[config.mk]
export PLATFORM = sky130hd
export DESIGN_NAME = neuron_dot_product_activation_flat
export DESIGN_NICKNAME = d
export VERILOG_FILES = /design/src/rtl/core/ndpa_pkg.sv /design/src/rtl/core/ndpa_if.sv /design/src/rtl/core/neuron_dot_product_activation.sv /design/src/rtl/core/ndpa_front.sv /design/src/rtl/core/ndpa_fifo.sv /design/src/rtl/core/ndpa_div.sv /design/src/rtl/core/ndpa_back.sv /design/src/flat_wrapper.sv
export SDC_FILE = /design/constraint.sdc
export NUM_CORES = 2
export LEC_CHECK = 0
export BUFFER_PORTS_ARGS = -buffer_cell sky130_fd_sc_hd__buf_2
export CAP_MARGIN = 15
export CORE_ASPECT_RATIO = 0.9
export CORE_UTILIZATION = 30
export DETAILED_ROUTE_END_ITERATION = 10
export PLACE_DENSITY = 0.52
export SETUP_SLACK_MARGIN = 0.02
export SLEW_MARGIN = 40
export SYNTH_ARGS = -nofsm -noshare
export SYNTH_HDL_FRONTEND = slang
export SYNTH_HIERARCHICAL = 1
export SYNTH_SLANG_ARGS = --single-unit
[constraint.sdc]
create_clock -name clk_i -period 11 [get_ports clk_i]
set_clock_uncertainty 0.2 [all_clocks]
set_input_delay 1.1 -clock clk_i [delete_from_list [all_inputs] [get_ports clk_i]]
set_output_delay 1.1 -clock clk_i [all_outputs]
set_load 0.005 [all_outputs]
[src/rtl/core/ndpa_pkg.sv]
package ndpa_pkg;

  localparam int DATA_W    = 16;
  localparam int FRAC_BITS = 12;
  localparam int ACC_W     = 40;
  localparam int OUT_W     = 16;
  localparam int MODE_W    = 2;

  // Evaluation works in unsigned Q.30
  localparam int Q      = 30;
  localparam int QW     = Q + 1;
  localparam int PW     = 2 * QW;
  localparam int DEN_W  = QW + 1;
  localparam int CNT_W  = 6;
  localparam int KW     = 5;
  localparam int SER_TERMS = 17;
  localparam int ALIGN  = Q - 2 * FRAC_BITS;
  localparam int CLAMP_W = 2 * FRAC_BITS + 6;
  localparam int AQ_W   = Q + CNT_W;

  localparam logic [QW-1:0]    QONE    = QW'(1) << Q;
  localparam logic [PW-1:0]    QHALF   = PW'(1) << (Q - 1);
  localparam logic [ACC_W-1:0] MAG_LIM = ACC_W'(32) << (2 * FRAC_BITS);

  localparam logic [MODE_W-1:0] MODE_SIG   = 2'd0;
  localparam logic [MODE_W-1:0] MODE_DSIG  = 2'd1;
  localparam logic [MODE_W-1:0] MODE_TANH  = 2'd2;
  localparam logic [MODE_W-1:0] MODE_DTANH = 2'd3;

  typedef logic signed [ACC_W-1:0] acc_t;

  typedef struct packed {
    logic             start;
    logic [PW-1:0]    num;
    logic [DEN_W-1:0] den;
  } div_req_t;

  typedef struct packed {
    logic          done;
    logic [PW-1:0] quo;
  } div_rsp_t;

  function automatic acc_t sat_add(acc_t a, acc_t b);
    logic signed [ACC_W:0] s;
    s = {a[ACC_W-1], a} + {b[ACC_W-1], b};
    if (s[ACC_W] != s[ACC_W-1]) begin
      return s[ACC_W] ? {1'b1, {(ACC_W-1){1'b0}}} : {1'b0, {(ACC_W-1){1'b1}}};
    end
    return s[ACC_W-1:0];
  endfunction

endpackage

[src/rtl/core/ndpa_if.sv]
interface ndpa_in_if import ndpa_pkg::*; ();
  logic                     valid;
  logic                     ready;
  logic signed [DATA_W-1:0] in_value;
  logic signed [DATA_W-1:0] weight;
  logic signed [DATA_W-1:0] bias;
  logic                     last_term;

  modport source (output valid, in_value, weight, bias, last_term, input ready);
  modport sink (input valid, in_value, weight, bias, last_term, output ready);
endinterface

interface ndpa_out_if import ndpa_pkg::*; ();
  logic                    valid;
  logic                    ready;
  logic signed [OUT_W-1:0] activation;

  modport source (output valid, activation, input ready);
  modport sink (input valid, activation, output ready);
endinterface

[src/rtl/core/neuron_dot_product_activation.sv]
// Neuron with dot product and activation. The front takes one term per cycle and
// multiply-accumulates it into a saturating Q16.24 sum; a last term adds the bias and
// hands the sum through a two-entry queue to the back, which evaluates the selected
// function (sigmoid, its derivative, tanh, sech squared) and returns one Q2.14 item.
// The back runs one shared 31x31 multiplier and a radix-2 divider. Two 17-term
// exp series, one power of exp(-1) per whole unit of the sum's magnitude (up to 32,
// each a multiply in S_POW and a rounding in S_POW_RND) and the final division lead
// from the pop to the result register; tanh adds the squaring of exp (S_E2_MUL,
// S_E2_RND) and either derivative a multiply (S_MUL2), so a result takes longer for
// larger magnitudes and for those functions. The front only stalls when the queue
// holds two sums not yet taken by the back.
module neuron_dot_product_activation import ndpa_pkg::*; (
  input  logic              clk_i,
  input  logic              rst_ni,
  input  logic              cfg_we_i,
  input  logic [MODE_W-1:0] cfg_wdata_i,
  ndpa_in_if.sink           in_i,
  ndpa_out_if.source        out_o
);

  logic [MODE_W-1:0] mode_q;
  logic              full, push, pop, qvalid;
  acc_t              push_sum, q_sum;
  div_req_t          div_req;
  div_rsp_t          div_rsp;

  always_ff @(posedge clk_i or negedge rst_ni) begin
    if (!rst_ni) begin
      mode_q <= MODE_SIG;
    end else if (cfg_we_i) begin
      mode_q <= cfg_wdata_i;
    end
  end

  ndpa_front u_front (
    .clk_i  (clk_i),
    .rst_ni (rst_ni),
    .in_i   (in_i),
    .full_i (full),
    .push_o (push),
    .sum_o  (push_sum)
  );

  ndpa_fifo u_fifo (
    .clk_i   (clk_i),
    .rst_ni  (rst_ni),
    .push_i  (push),
    .data_i  (push_sum),
    .pop_i   (pop),
    .full_o  (full),
    .valid_o (qvalid),
    .data_o  (q_sum)
  );

  ndpa_div u_div (
    .clk_i  (clk_i),
    .rst_ni (rst_ni),
    .req_i  (div_req),
    .rsp_o  (div_rsp)
  );

  ndpa_back u_back (
    .clk_i     (clk_i),
    .rst_ni    (rst_ni),
    .mode_i    (mode_q),
    .valid_i   (qvalid),
    .sum_i     (q_sum),
    .pop_o     (pop),
    .div_req_o (div_req),
    .div_rsp_i (div_rsp),
    .out_o     (out_o)
  );

endmodule

[src/rtl/core/ndpa_front.sv]
module ndpa_front import ndpa_pkg::*; (
  input  logic       clk_i,
  input  logic       rst_ni,
  ndpa_in_if.sink    in_i,
  input  logic       full_i,
  output logic       push_o,
  output acc_t       sum_o
);

  acc_t acc_q, acc_d;
  acc_t prod_ext, bias_ext, s1, s2;
  logic signed [2*DATA_W-1:0] prod;
  logic accept;

  assign in_i.ready = !full_i;
  assign accept     = in_i.valid && !full_i;

  always_comb begin
    prod     = in_i.in_value * in_i.weight;
    prod_ext = ACC_W'(prod);
    bias_ext = ACC_W'(in_i.bias) <<< FRAC_BITS;
    s1       = sat_add(acc_q, prod_ext);
    s2       = sat_add(s1, bias_ext);
    acc_d    = acc_q;
    if (accept) begin
      acc_d = in_i.last_term ? '0 : s1;
    end
  end

  assign push_o = accept && in_i.last_term;
  assign sum_o  = s2;

  always_ff @(posedge clk_i or negedge rst_ni) begin
    if (!rst_ni) begin
      acc_q <= '0;
    end else begin
      acc_q <= acc_d;
    end
  end

endmodule

[src/rtl/core/ndpa_fifo.sv]
module ndpa_fifo import ndpa_pkg::*; (
  input  logic clk_i,
  input  logic rst_ni,
  input  logic push_i,
  input  acc_t data_i,
  input  logic pop_i,
  output logic full_o,
  output logic valid_o,
  output acc_t data_o
);

  acc_t       mem_q [2];
  logic       wr_q, rd_q;
  logic [1:0] cnt_q;

  assign full_o  = cnt_q == 2'd2;
  assign valid_o = cnt_q != 2'd0;
  assign data_o  = mem_q[rd_q];

  always_ff @(posedge clk_i) begin
    if (push_i) begin
      mem_q[wr_q] <= data_i;
    end
  end

  always_ff @(posedge clk_i or negedge rst_ni) begin
    if (!rst_ni) begin
      wr_q  <= 1'b0;
      rd_q  <= 1'b0;
      cnt_q <= 2'd0;
    end else begin
      if (push_i) wr_q <= !wr_q;
      if (pop_i)  rd_q <= !rd_q;
      cnt_q <= cnt_q + 2'(push_i) - 2'(pop_i);
    end
  end

endmodule

[src/rtl/core/ndpa_div.sv]
module ndpa_div import ndpa_pkg::*; (
  input  logic     clk_i,
  input  logic     rst_ni,
  input  div_req_t req_i,
  output div_rsp_t rsp_o
);

  logic [DEN_W:0]   rem_q;
  logic [PW-1:0]    quo_q;
  logic [DEN_W-1:0] den_q;
  logic [CNT_W-1:0] cnt_q;
  logic             run_q, done_q;
  logic [DEN_W:0]   rem_sh;
  logic             fit;

  // Restoring division, one quotient bit per cycle
  always_comb begin
    rem_sh = {rem_q[DEN_W-1:0], quo_q[PW-1]};
    fit    = rem_sh >= {1'b0, den_q};
  end

  always_ff @(posedge clk_i) begin
    if (req_i.start) begin
      rem_q <= '0;
      quo_q <= req_i.num;
      den_q <= req_i.den;
    end else if (run_q) begin
      rem_q <= fit ? rem_sh - {1'b0, den_q} : rem_sh;
      quo_q <= {quo_q[PW-2:0], fit};
    end
  end

  always_ff @(posedge clk_i or negedge rst_ni) begin
    if (!rst_ni) begin
      run_q  <= 1'b0;
      done_q <= 1'b0;
      cnt_q  <= '0;
    end else begin
      done_q <= 1'b0;
      if (req_i.start) begin
        run_q <= 1'b1;
        cnt_q <= CNT_W'(PW - 1);
      end else if (run_q) begin
        cnt_q <= cnt_q - 1'b1;
        if (cnt_q == '0) begin
          run_q  <= 1'b0;
          done_q <= 1'b1;
        end
      end
    end
  end

  assign rsp_o.done = done_q;
  assign rsp_o.quo  = quo_q;

endmodule

[src/rtl/core/ndpa_back.sv]
module ndpa_back import ndpa_pkg::*; (
  input  logic              clk_i,
  input  logic              rst_ni,
  input  logic [MODE_W-1:0] mode_i,
  input  logic              valid_i,
  input  acc_t              sum_i,
  output logic              pop_o,
  output div_req_t          div_req_o,
  input  div_rsp_t          div_rsp_i,
  ndpa_out_if.source        out_o
);

  localparam logic [3:0] S_IDLE    = 4'd0;
  localparam logic [3:0] S_SER_MUL = 4'd1;
  localparam logic [3:0] S_SER_DIV = 4'd2;
  localparam logic [3:0] S_SER_WT  = 4'd3;
  localparam logic [3:0] S_POW     = 4'd4;
  localparam logic [3:0] S_POW_RND = 4'd5;
  localparam logic [3:0] S_E_RND   = 4'd6;
  localparam logic [3:0] S_E2_MUL  = 4'd7;
  localparam logic [3:0] S_E2_RND  = 4'd8;
  localparam logic [3:0] S_TQ_DIV  = 4'd9;
  localparam logic [3:0] S_TQ_WT   = 4'd10;
  localparam logic [3:0] S_MUL2    = 4'd11;
  localparam logic [3:0] S_FIN     = 4'd12;
  localparam logic [3:0] S_OUT     = 4'd13;

  logic [3:0]       state_q, state_d;
  logic             neg_q;
  logic [CNT_W-1:0] cnt_q;
  logic [QW-1:0]    fx_q, f_q, term_q, em1_q, ef_q, ep_q, e_q, qt_q;
  logic [QW:0]      ssum_q;
  logic [KW-1:0]    k_q;
  logic             sel_q;
  logic [PW-1:0]    p_q;
  logic [OUT_W-1:0] res_q, act_q;
  logic             ovalid_q;

  logic [ACC_W-1:0] mag, clamped;
  logic [AQ_W-1:0]  a_q30;
  logic [QW:0]      ssum_nx;
  logic [QW-1:0]    rnd_p, qv;
  logic [QW:0]      qv_r;
  logic [PW-1:0]    fin_s;
  logic [DEN_W-1:0] tq_den;
  logic [PW-1:0]    tq_num;
  logic             out_free;
  logic [QW-1:0]    mul_a, mul_b;
  logic [PW-1:0]    mul_p;

  assign out_free = !ovalid_q || out_o.ready;
  assign pop_o    = (state_q == S_IDLE) && valid_i;

  always_comb begin
    mag     = sum_i[ACC_W-1] ? ACC_W'(0) - ACC_W'(sum_i) : ACC_W'(sum_i);
    clamped = (mag > MAG_LIM) ? MAG_LIM : mag;
    a_q30   = AQ_W'(clamped[CLAMP_W-1:0]) << ALIGN;
    ssum_nx = k_q[0] ? ssum_q - {1'b0, div_rsp_i.quo[QW-1:0]}
                     : ssum_q + {1'b0, div_rsp_i.quo[QW-1:0]};
    rnd_p   = QW'((p_q + QHALF) >> Q);
    tq_den  = DEN_W'(QONE) + DEN_W'(e_q);
    if (mode_i[1]) begin
      tq_num = (PW'(QONE - e_q) << Q) + PW'(tq_den >> 1);
    end else begin
      tq_num = (PW'(e_q) << Q) + PW'(tq_den >> 1);
    end
    qv      = (mode_i == MODE_SIG && !neg_q) ? QONE - qt_q : qt_q;
    qv_r    = ({1'b0, qv} + (QW+1)'(1 << 15)) >> 16;
    if (mode_i == MODE_DSIG) begin
      fin_s = p_q + (PW'(1) << 45);
    end else begin
      fin_s = (PW'(1) << 60) - p_q + (PW'(1) << 45);
    end
  end

  // pick the operands of the one multiplier by state
  always_comb begin
    mul_a = term_q;
    mul_b = fx_q;
    case (state_q)
      S_POW: begin
        mul_a = ep_q;
        mul_b = (cnt_q != '0) ? em1_q : ef_q;
      end
      S_E2_MUL: begin
        mul_a = e_q;
        mul_b = e_q;
      end
      S_MUL2: begin
        mul_a = qt_q;
        mul_b = mode_i[1] ? qt_q : QONE - qt_q;
      end
      default: ;
    endcase
  end

  assign mul_p = mul_a * mul_b;

  always_comb begin
    div_req_o.start = (state_q == S_SER_DIV) || (state_q == S_TQ_DIV);
    div_req_o.num   = (state_q == S_SER_DIV) ? PW'(p_q[PW-1:Q]) : tq_num;
    div_req_o.den   = (state_q == S_SER_DIV) ? DEN_W'(k_q) : tq_den;
  end

  always_comb begin
    state_d = state_q;
    case (state_q)
      S_IDLE:    if (valid_i) state_d = S_SER_MUL;
      S_SER_MUL: state_d = S_SER_DIV;
      S_SER_DIV: state_d = S_SER_WT;
      S_SER_WT: begin
        if (div_rsp_i.done) begin
          state_d = (k_q == KW'(SER_TERMS) && sel_q) ? S_POW : S_SER_MUL;
        end
      end
      S_POW:     state_d = (cnt_q != '0) ? S_POW_RND : S_E_RND;
      S_POW_RND: state_d = S_POW;
      S_E_RND:   state_d = mode_i[1] ? S_E2_MUL : S_TQ_DIV;
      S_E2_MUL:  state_d = S_E2_RND;
      S_E2_RND:  state_d = S_TQ_DIV;
      S_TQ_DIV:  state_d = S_TQ_WT;
      S_TQ_WT: begin
        if (div_rsp_i.done) begin
          state_d = mode_i[0] ? S_MUL2 : S_FIN;
        end
      end
      S_MUL2:    state_d = S_FIN;
      S_FIN:     state_d = S_OUT;
      S_OUT:     if (out_free) state_d = S_IDLE;
      default:   state_d = S_IDLE;
    endcase
  end

  always_ff @(posedge clk_i) begin
    case (state_q)
      S_IDLE: begin
        neg_q  <= sum_i[ACC_W-1];
        cnt_q  <= a_q30[AQ_W-1:Q];
        f_q    <= QW'(a_q30[Q-1:0]);
        fx_q   <= QONE;
        term_q <= QONE;
        ssum_q <= {1'b0, QONE};
        k_q    <= KW'(1);
        sel_q  <= 1'b0;
      end
      S_SER_MUL: p_q <= mul_p;
      S_SER_WT: begin
        if (div_rsp_i.done) begin
          term_q <= div_rsp_i.quo[QW-1:0];
          ssum_q <= ssum_nx;
          k_q    <= k_q + 1'b1;
          if (k_q == KW'(SER_TERMS)) begin
            // first pass gives exp(-1), second exp(-frac)
            if (!sel_q) begin
              em1_q  <= ssum_nx[QW-1:0];
              fx_q   <= f_q;
              term_q <= QONE;
              ssum_q <= {1'b0, QONE};
              k_q    <= KW'(1);
              sel_q  <= 1'b1;
            end else begin
              ef_q <= ssum_nx[QW-1:0];
              ep_q <= QONE;
            end
          end
        end
      end
      S_POW: begin
        p_q <= mul_p;
        if (cnt_q != '0) begin
          cnt_q <= cnt_q - 1'b1;
        end
      end
      S_POW_RND: ep_q <= rnd_p;
      S_E_RND:   e_q  <= rnd_p;
      S_E2_MUL:  p_q  <= mul_p;
      S_E2_RND:  e_q  <= rnd_p;
      S_TQ_WT:   if (div_rsp_i.done) qt_q <= div_rsp_i.quo[QW-1:0];
      S_MUL2:    p_q  <= mul_p;
      S_FIN: begin
        if (mode_i[0]) begin
          res_q <= fin_s[PW-1:46];
        end else if (mode_i == MODE_TANH && neg_q) begin
          res_q <= OUT_W'(0) - OUT_W'(qv_r);
        end else begin
          res_q <= OUT_W'(qv_r);
        end
      end
      S_OUT:     if (out_free) act_q <= res_q;
      default: ;
    endcase
  end

  always_ff @(posedge clk_i or negedge rst_ni) begin
    if (!rst_ni) begin
      state_q  <= S_IDLE;
      ovalid_q <= 1'b0;
    end else begin
      state_q <= state_d;
      if (state_q == S_OUT && out_free) begin
        ovalid_q <= 1'b1;
      end else if (out_o.ready) begin
        ovalid_q <= 1'b0;
      end
    end
  end

  assign out_o.valid      = ovalid_q;
  assign out_o.activation = act_q;

endmodule

[src/flat_wrapper.sv]
// flat-port wrapper written by rule: the top's interface ports become plain ports
module neuron_dot_product_activation_flat import ndpa_pkg::*;
  (clk_i, rst_ni, cfg_we_i, cfg_wdata_i, in_i_valid, in_i_in_value, in_i_weight, in_i_bias, in_i_last_term, in_i_ready, out_o_valid, out_o_activation, out_o_ready);
  ndpa_in_if in_i_i ();
  ndpa_out_if out_o_i ();
  input  logic clk_i;
  input  logic rst_ni;
  input  logic cfg_we_i;
  input  logic [MODE_W-1:0] cfg_wdata_i;
  input wire logic [$bits(in_i_i.valid)-1:0] in_i_valid;
  input wire logic [$bits(in_i_i.in_value)-1:0] in_i_in_value;
  input wire logic [$bits(in_i_i.weight)-1:0] in_i_weight;
  input wire logic [$bits(in_i_i.bias)-1:0] in_i_bias;
  input wire logic [$bits(in_i_i.last_term)-1:0] in_i_last_term;
  output wire logic [$bits(in_i_i.ready)-1:0] in_i_ready;
  output wire logic [$bits(out_o_i.valid)-1:0] out_o_valid;
  output wire logic [$bits(out_o_i.activation)-1:0] out_o_activation;
  input wire logic [$bits(out_o_i.ready)-1:0] out_o_ready;
  assign in_i_i.valid = in_i_valid;
  assign in_i_i.in_value = in_i_in_value;
  assign in_i_i.weight = in_i_weight;
  assign in_i_i.bias = in_i_bias;
  assign in_i_i.last_term = in_i_last_term;
  assign in_i_ready = in_i_i.ready;
  assign out_o_valid = out_o_i.valid;
  assign out_o_activation = out_o_i.activation;
  assign out_o_i.ready = out_o_ready;
  neuron_dot_product_activation u_core (.clk_i(clk_i), .rst_ni(rst_ni), .cfg_we_i(cfg_we_i), .cfg_wdata_i(cfg_wdata_i), .in_i(in_i_i), .out_o(out_o_i));
endmodule
## Word level (Yosys, flattened, before mapping)

Memory sizes are Yosys's and may differ from the RTL's.
Cells that the tools add are included.

| storage, ports and cells | value |
|---|---|
| register bits | 565 |
| memory bits (writable) | 80 |
| output and inout port bits | 18 |
| logic and storage cells | 193 |
| memories | 1 |

| operators by class | value |
|---|---|
| add/sub/neg operators | 22 |
| multiply operators | 2 |
| magnitude comparators | 2 |
| equality and inequality tests | 27 |
| multiplexer cells | 72 |
| bitwise gates (word level) | 1 |
| reductions and logical operators | 36 |

Memory list:

| memory | words | width | read ports | clocked after Yosys merged registers in | wr ports | RTL line | text |
|---|---|---|---|---|---|---|---|
| u_core.u_fifo.mem_q | 2 | 40 | 1 | 0 | 1 | ndpa_fifo.sv:12 | `acc_t mem_q [2];` |

Operators with widths:

| operator | number |
|---|---|
| $mux 31 | 12 |
| $mux 40 | 8 |
| $mux 62 | 5 |
| $pmux 31 s2 | 3 |
| $pmux 31 s3 | 2 |
| $mux 32 | 5 |
| $add 62x46->62 const B | 2 |
| $pmux 32 s2 | 1 |
| $add 61x31->62 | 1 |
| $add 62x31->62 | 1 |
| $mul 31x31->62 | 1 |
| $sub 61x62->62 const A | 1 |
| $add 61x30->61 const B | 1 |
| $pmux 4 s14 | 1 |
| $add 40x28->41 | 1 |
| $add 40x32->41 | 1 |
| $gt 40x30->1 const B | 1 |
| $sub 1x40->40 const A | 1 |
| $ge 33x32->1 | 1 |
| $add 31x16->32 const B | 1 |
| $add 31x31->32 const A | 1 |
| $add 32x31->32 | 1 |
| $mul 16x16->32 | 1 |
| $mux 16 | 2 |
| other kinds (43) | 107 |

## Depth between registers and ports, before layout

| logic depth | value |
|---|---|
| word-level depth | 9 |
| gate-level depth with buffers | 41 |
| gate-level depth less buffers | 40 |

## By module

The synthesis kept the hierarchy.

By module, submodules not included:

| module | instances | cells each | area an instance (um2) | seq. area each (um2) |
|---|---|---|---|---|
| ndpa_back | 1 | 5909 | 53802.9 | 11325.9 |
| ndpa_front | 1 | 1855 | 16265.6 | 1001.0 |
| ndpa_div | 1 | 645 | 7253.2 | 3663.5 |
| ndpa_fifo | 1 | 140 | 3289.4 | 2502.4 |
| neuron_dot_product_activation | 1 | 4 | 72.6 | 50.0 |

## Least setup slack after synthesis

Ideal clock, no wire load.

| timing path | value |
|---|---|
| kind | input to register |
| start point | in in_i_in_value[15] |
| end point | mem u_core/u_fifo/mem_q[0][14] (netlist name) (data pin) |
| library setup time | 277 ps |
| arrival time | 10391 ps |
| data required time | 10523 ps |
| path slack | 131 ps |
| stages | 34 |
| path buffers | 3 |
| cells stage by stage | clkbuf_1 -> nand2_1 -> inv_1 -> fa_1 -> fa_1 -> inv_1 -> fa_1 -> fa_1 -> inv_1 -> fa_1 -> inv_1 -> fa_1 -> inv_1 -> ha_1 -> nand4_1 -> or2_2 -> o31ai_1 -> a21oi_1 -> nand4b_1 -> ha_1 -> clkbuf_1 -> nor2_1 -> nor2_1 -> ha_1 -> fa_1 -> a211oi_1 -> o21ai_0 -> a221o_1 -> a21o_1 -> o31ai_2 -> o31ai_2 -> nor2_1 -> clkbuf_1 -> o21ai_0 |

| on the way | value |
|---|---|
| cells in the longest elaborated chain, start to end | 9 |
| elaborated cells between the ends (all ways) | 13 |
| those cells by class | add/sub (2); mul (1); eq/ne (2); mux (8) |

RTL lines:

| what | RTL line | text |
|---|---|---|
| start, declared | flat_wrapper.sv:11 | `input wire logic [$bits(in_i_i.in_value)-1:0] in_i_in_value;` |
| $mul 16x16->32 (*) | ndpa_front.sv:19 | `prod = in_i.in_value * in_i.weight;` |
| $add 40x32->41 (*) | ndpa_pkg.sv:45 | `s = {a[ACC_W-1], a} + {b[ACC_W-1], b};` |
| $mux 40 or $ne 1x1->1 (tied branches) | ndpa_pkg.sv:47, ndpa_pkg.sv:46 |  |
| $mux 40 or $mux 1 (tied branches) | ndpa_pkg.sv:46 | `if (s[ACC_W] != s[ACC_W-1]) begin` |
| $mux 40 (*) | ndpa_pkg.sv:49 | `return s[ACC_W-1:0];` |
| $add 40x28->41 (*) | ndpa_pkg.sv:45 |  |
| $mux 40 or $ne 1x1->1 (tied branches) | ndpa_pkg.sv:47, ndpa_pkg.sv:46 |  |
| $mux 40 or $mux 1 (tied branches) | ndpa_pkg.sv:46 |  |
| $mux 40 (*) | ndpa_pkg.sv:49 |  |
| named net u_core.push_sum[14] | neuron_dot_product_activation.sv:23 | `acc_t push_sum, q_sum;` |
| end, declared | ndpa_fifo.sv:12 |  |

Mark *: on every way through the listed nets, which the timed path passes. The rest lies on a longest branch. The select of a mux whose other input is x is not followed.

## Worst setup path in the final report

| timing path | value |
|---|---|
| start point | reg u_core.u_back.qt_q[1] |
| end point | reg u_core.u_back.p_q[58] (data pin) |

| on the way | value |
|---|---|
| cells in the longest elaborated chain, start to end | 4 |
| elaborated cells between the ends (all ways) | 5 |
| those cells by class | add/sub (1); mul (1); mux (3) |

RTL lines:

| what | RTL line | text |
|---|---|---|
| start, declared | ndpa_back.sv:31 | `logic [QW-1:0] fx_q, f_q, term_q, em1_q, ef_q, ep_q, e_q, qt_q;` |
| start signal, assigned | ndpa_back.sv:178 | `S_TQ_WT: if (div_rsp_i.done) qt_q <= div_rsp_i.quo[QW-1:0];` |
| $sub 31x31->31 | ndpa_back.sv:91 | `mul_b = mode_i[1] ? qt_q : QONE - qt_q;` |
| $mux 31 | ndpa_back.sv:91 |  |
| $pmux 31 s3 | ndpa_back.sv:80 | `case (state_q)` |
| $mul 31x31->62 (*) | ndpa_back.sv:97 | `assign mul_p = mul_a * mul_b;` |
| named net u_core.u_back.mul_p[58] | ndpa_back.sv:49 | `logic [PW-1:0] mul_p;` |
| end signal, assigned | ndpa_back.sv:146 | `S_SER_MUL: p_q <= mul_p;` |
| end signal, assigned | ndpa_back.sv:169 | `p_q <= mul_p;` |
| end signal, assigned | ndpa_back.sv:176 | `S_E2_MUL: p_q <= mul_p;` |
| end, declared | ndpa_back.sv:35 | `logic [PW-1:0] p_q;` |

Mark *: on every way through the listed nets, which the timed path passes. The rest lies on a longest branch.
A chain may end at the register's enable or synchronous reset.

==> flow_metrics.tcl <==
set metrics [dict create \
    initial_core_util_pct 30.2 \
    clk_pin_slew_ns 0.06 \
    fp-row-count 180 \
    worst-slew-pin-transition_ns 0.893 \
    coreArea_um2 267000 \
    max_slew_margin_pct 40.2 \
    ant_nets 0 \
    hold_path_class "input port to asynchronous set/reset pin" \
    dr.pass1.iters 8 \
    drtIter0Drc 5175 \
    wirelength_um 267000 \
    cts-root-buf "clkbuf_16" \
    finalCriticalPeriod_ns 10.61 \
    crit_slowest_cell "fa_1" \
    worstSetupEndpointType "flip-flop" \
    overflow 0 \
    drc 0 \
    fill_cells 27300 \
    startpoint "u_core/u_back/qt_q[1]$_DFFE_PP_" \
    crit_arrival_ns 10.83 \
    hold_buffers 0 \
    worstSkewPairLatency_ns 0.67 \
    avgViaCountPerCell 4.99 \
    worst_r2r_path_depth 41 \
    regArea_um2 18500 \
    synth_top_area_share_pct 29.1 \
    cts_max_path_buffers 3 \
    synth.distinct_cells 109 \
    crit_type "flip-flop to flip-flop" \
    ios 74 \
    status "finished clean" \
    avgSynthCellArea_um2 9.43 \
    dieArea_um2 271000 \
    postSynth.asyncResetShare_pct 9.25 \
    worst_setup_path_start_kind "flip-flop" \
    drive_gt1_share_pct 10.9 \
    grt_usage_pct 19.7 \
    synth-seq-cells 638 \
    fp.dieW_um 549 \
    vias 62200 \
    seq_area_frac_synth_pct 23.0 \
    crit_end "u_core/u_back/p_q[58]$_DFFE_PP_" \
    rsz0062_at_grt "false" \
    dpl.cell_count 12300 \
    worst_slack_ns 0.394 \
    synthAdderAreaFrac_pct 36.7 \
    synth_edf_count 547 \
    synth_xor_area_share_pct 4.58 \
    htree_levels 3 \
    io_buffers 73 \
    synth_compound_area_share_pct 10.0 \
    cts_tree "built" \
    synthMuxAreaShare_pct 2.44 \
    grt_pass1_wl_um 407000 \
    path_common_cell "fa_1" \
    syn_area_um2 80700 \
    maxSlewViolCount 0 \
    synth_top_family_by_area "adder cells" \
    worstPathMaxFanout 31 \
    grt_pass1_vias 64500 \
    multi_input_area_um2 55400 \
    wl_per_cell_um 21.4 \
    post-place-ws_ns -0.0799 \
    yosysWarnings 6 \
    hold_viol 0 \
    whs_ns 0.106 \
    synth_ff_type "edfxtp_1" \
    rr_endpoint "u_core/u_back/p_q[58]$_DFFE_PP_" \
    worstPathRequired_ns 11.23 \
    fin_crit_sh_pct 96.4 \
    gp_congestion 0.953 \
    max_freq_mhz 94.3 \
    synth.area.top_cells "fa_1 (29%), edfxtp_1 (20%), ha_1 (7.5%)" \
    synth-simple-area-share_pct 14.5 \
    cp_slowest_stage_delay_ns 0.54 \
    clock-sinks 638 \
    reg2reg_from "u_core/u_back/qt_q[1]$_DFFE_PP_" \
    max_cap_viol_count 0 \
    areaGrowthSynthToFinish_pct 13.3 \
    rrSetupSlack_ns 0.39 \
    yosysTopAreaCell "fa_1" \
    setup_viol 0 \
    synth.most_common_cell "inv_1" \
    synth_nets 10300 \
    fin_cells 12500 \
    antenna_found_initial 12 \
    syn-instance-count 8553 \
    dp_hpwl_um 221000 \
    grt_max_degree 118 \
    synthTopCellsByCount "inv_1 (1456), fa_1 (1174), nand2_1 (1062)" \
    numCtsBuffers 68 \
    die_y_um 494 \
    nNetsFinal 10600 \
]
cells in the final DEF (no fill, tap or decap), types with 39 or more instances in the layout:
cell type,count
xnor2_1,246
buf_4,512
mux2_2,72
nor3_1,88
dfrtp_1,57
buf_12,44
o21a_1,61
nand4_1,47
buf_2,72
and2_1,248
o21ai_0,213
xor2_1,169
mux2i_1,57
clkbuf_16,70
nand2b_1,52
inv_1,1454
mux2_4,39
a21oi_1,332
fa_1,1172
edfxtp_1,547
nor4_1,44
nor2_1,711
nand3_1,97
nand2_1,1060
nor2b_1,55
ha_1,485
a21o_1,158
critical path: cells and delay by family, from the launching register on:
family	cells	cell delay, ns
buffers and inverters	13	1.59
adders and majority gates	10	4.70
and+or+nand+nor	7	1.49
xor gates and xnor gates	2	0.24
AOI/OAI and AO/OA	9	1.68
DFF	1	0.38
worst min path at each step:
stage	from	end	cells past startpoint
floorplan	u_core/u_back/res_q[0]$_DFFE_PN_	u_core/u_back/out_o.activation[0]$_DFFE_PP_	0
global placement	u_core/u_back/res_q[0]$_DFFE_PN_	u_core/u_back/out_o.activation[0]$_DFFE_PP_	0
detailed placement	u_core/u_back/res_q[1]$_DFFE_PN_	u_core/u_back/out_o.activation[1]$_DFFE_PP_	0
CTS	rst_ni	u_core/u_front/acc_q[37]$_DFFE_PN0P_	1
global route	rst_ni	u_core/u_front/acc_q[37]$_DFFE_PN0P_	1
finish	rst_ni	u_core/u_front/acc_q[34]$_DFFE_PN0P_	1
layer usage:
layer  track usage [%]  wire [um]  vias to the layer above
li1                  -          -                    28200
met1              27.0     118000                    31700
met2              32.9     125000                     1966
met3              2.26      15100                      356
met4              5.61       8390                        6
met5                 0         37                        -
layout make-up:
class	count	area share, %
inverter	1456	5.98
timing repair buffer	632	5.65
tap	3549	4.86
sequential	638	20.3
multi-input combinational	6069	60.6
clock buffer	87	2.02
antenna	4	0.0109
clock inverter	37	0.553
cells by family after synthesis:
group	Yosys count
AND/OR/NAND/NOR	2588
multiplexers	168
AO/OA/AOI/OAI	1232
buffers and inverters	1846
adder cells (fa/ha/maj)	1662
XOR/XNOR	419
flip-flops	638
registers in the layout, summed over array words and instances (netlist names), 25 cells and up:
name,flops
u_core/u_back/p_q,62
u_core/u_fifo/mem_q,80
u_core/u_div/rem_q,32
u_core/u_back/term_q,31
u_core/u_div/quo_q,62
u_core/u_back/fx_q,25
u_core/u_back/ef_q,31
u_core/u_back/ep_q,31
u_core/u_div/den_q,32
u_core/u_front/acc_q,40
u_core/u_back/qt_q,31
u_core/u_back/ssum_q,31
u_core/u_back/e_q,31
u_core/u_back/em1_q,31
through the flow:
| stage | setup TNS (ns) | utilization (%) | cell area (um2) |
|---|---|---|---|
| 2_1_floorplan | 0 | - | 80700 |
| 3_3_place_gp | -0.0129 | 33.2 | 88700 |
| 3_5_place_dp | -3.03 | 33.3 | 88900 |
| 4_1_cts | 0 | 34.1 | 91300 |
| 5_1_grt | 0 | 34.2 | 91400 |
| 6_report | 0 | 34.2 | 91400 |
repair_timing:
item,CTS,global route
resized for setup,1,19
pin swaps,0,2
endpoints found under the setup margin,4,93
buffers inserted,0,1
Power is left out: the tool's default activity adds up to more than one toggle a clock period on the data nets, which glitch-free logic cannot reach.
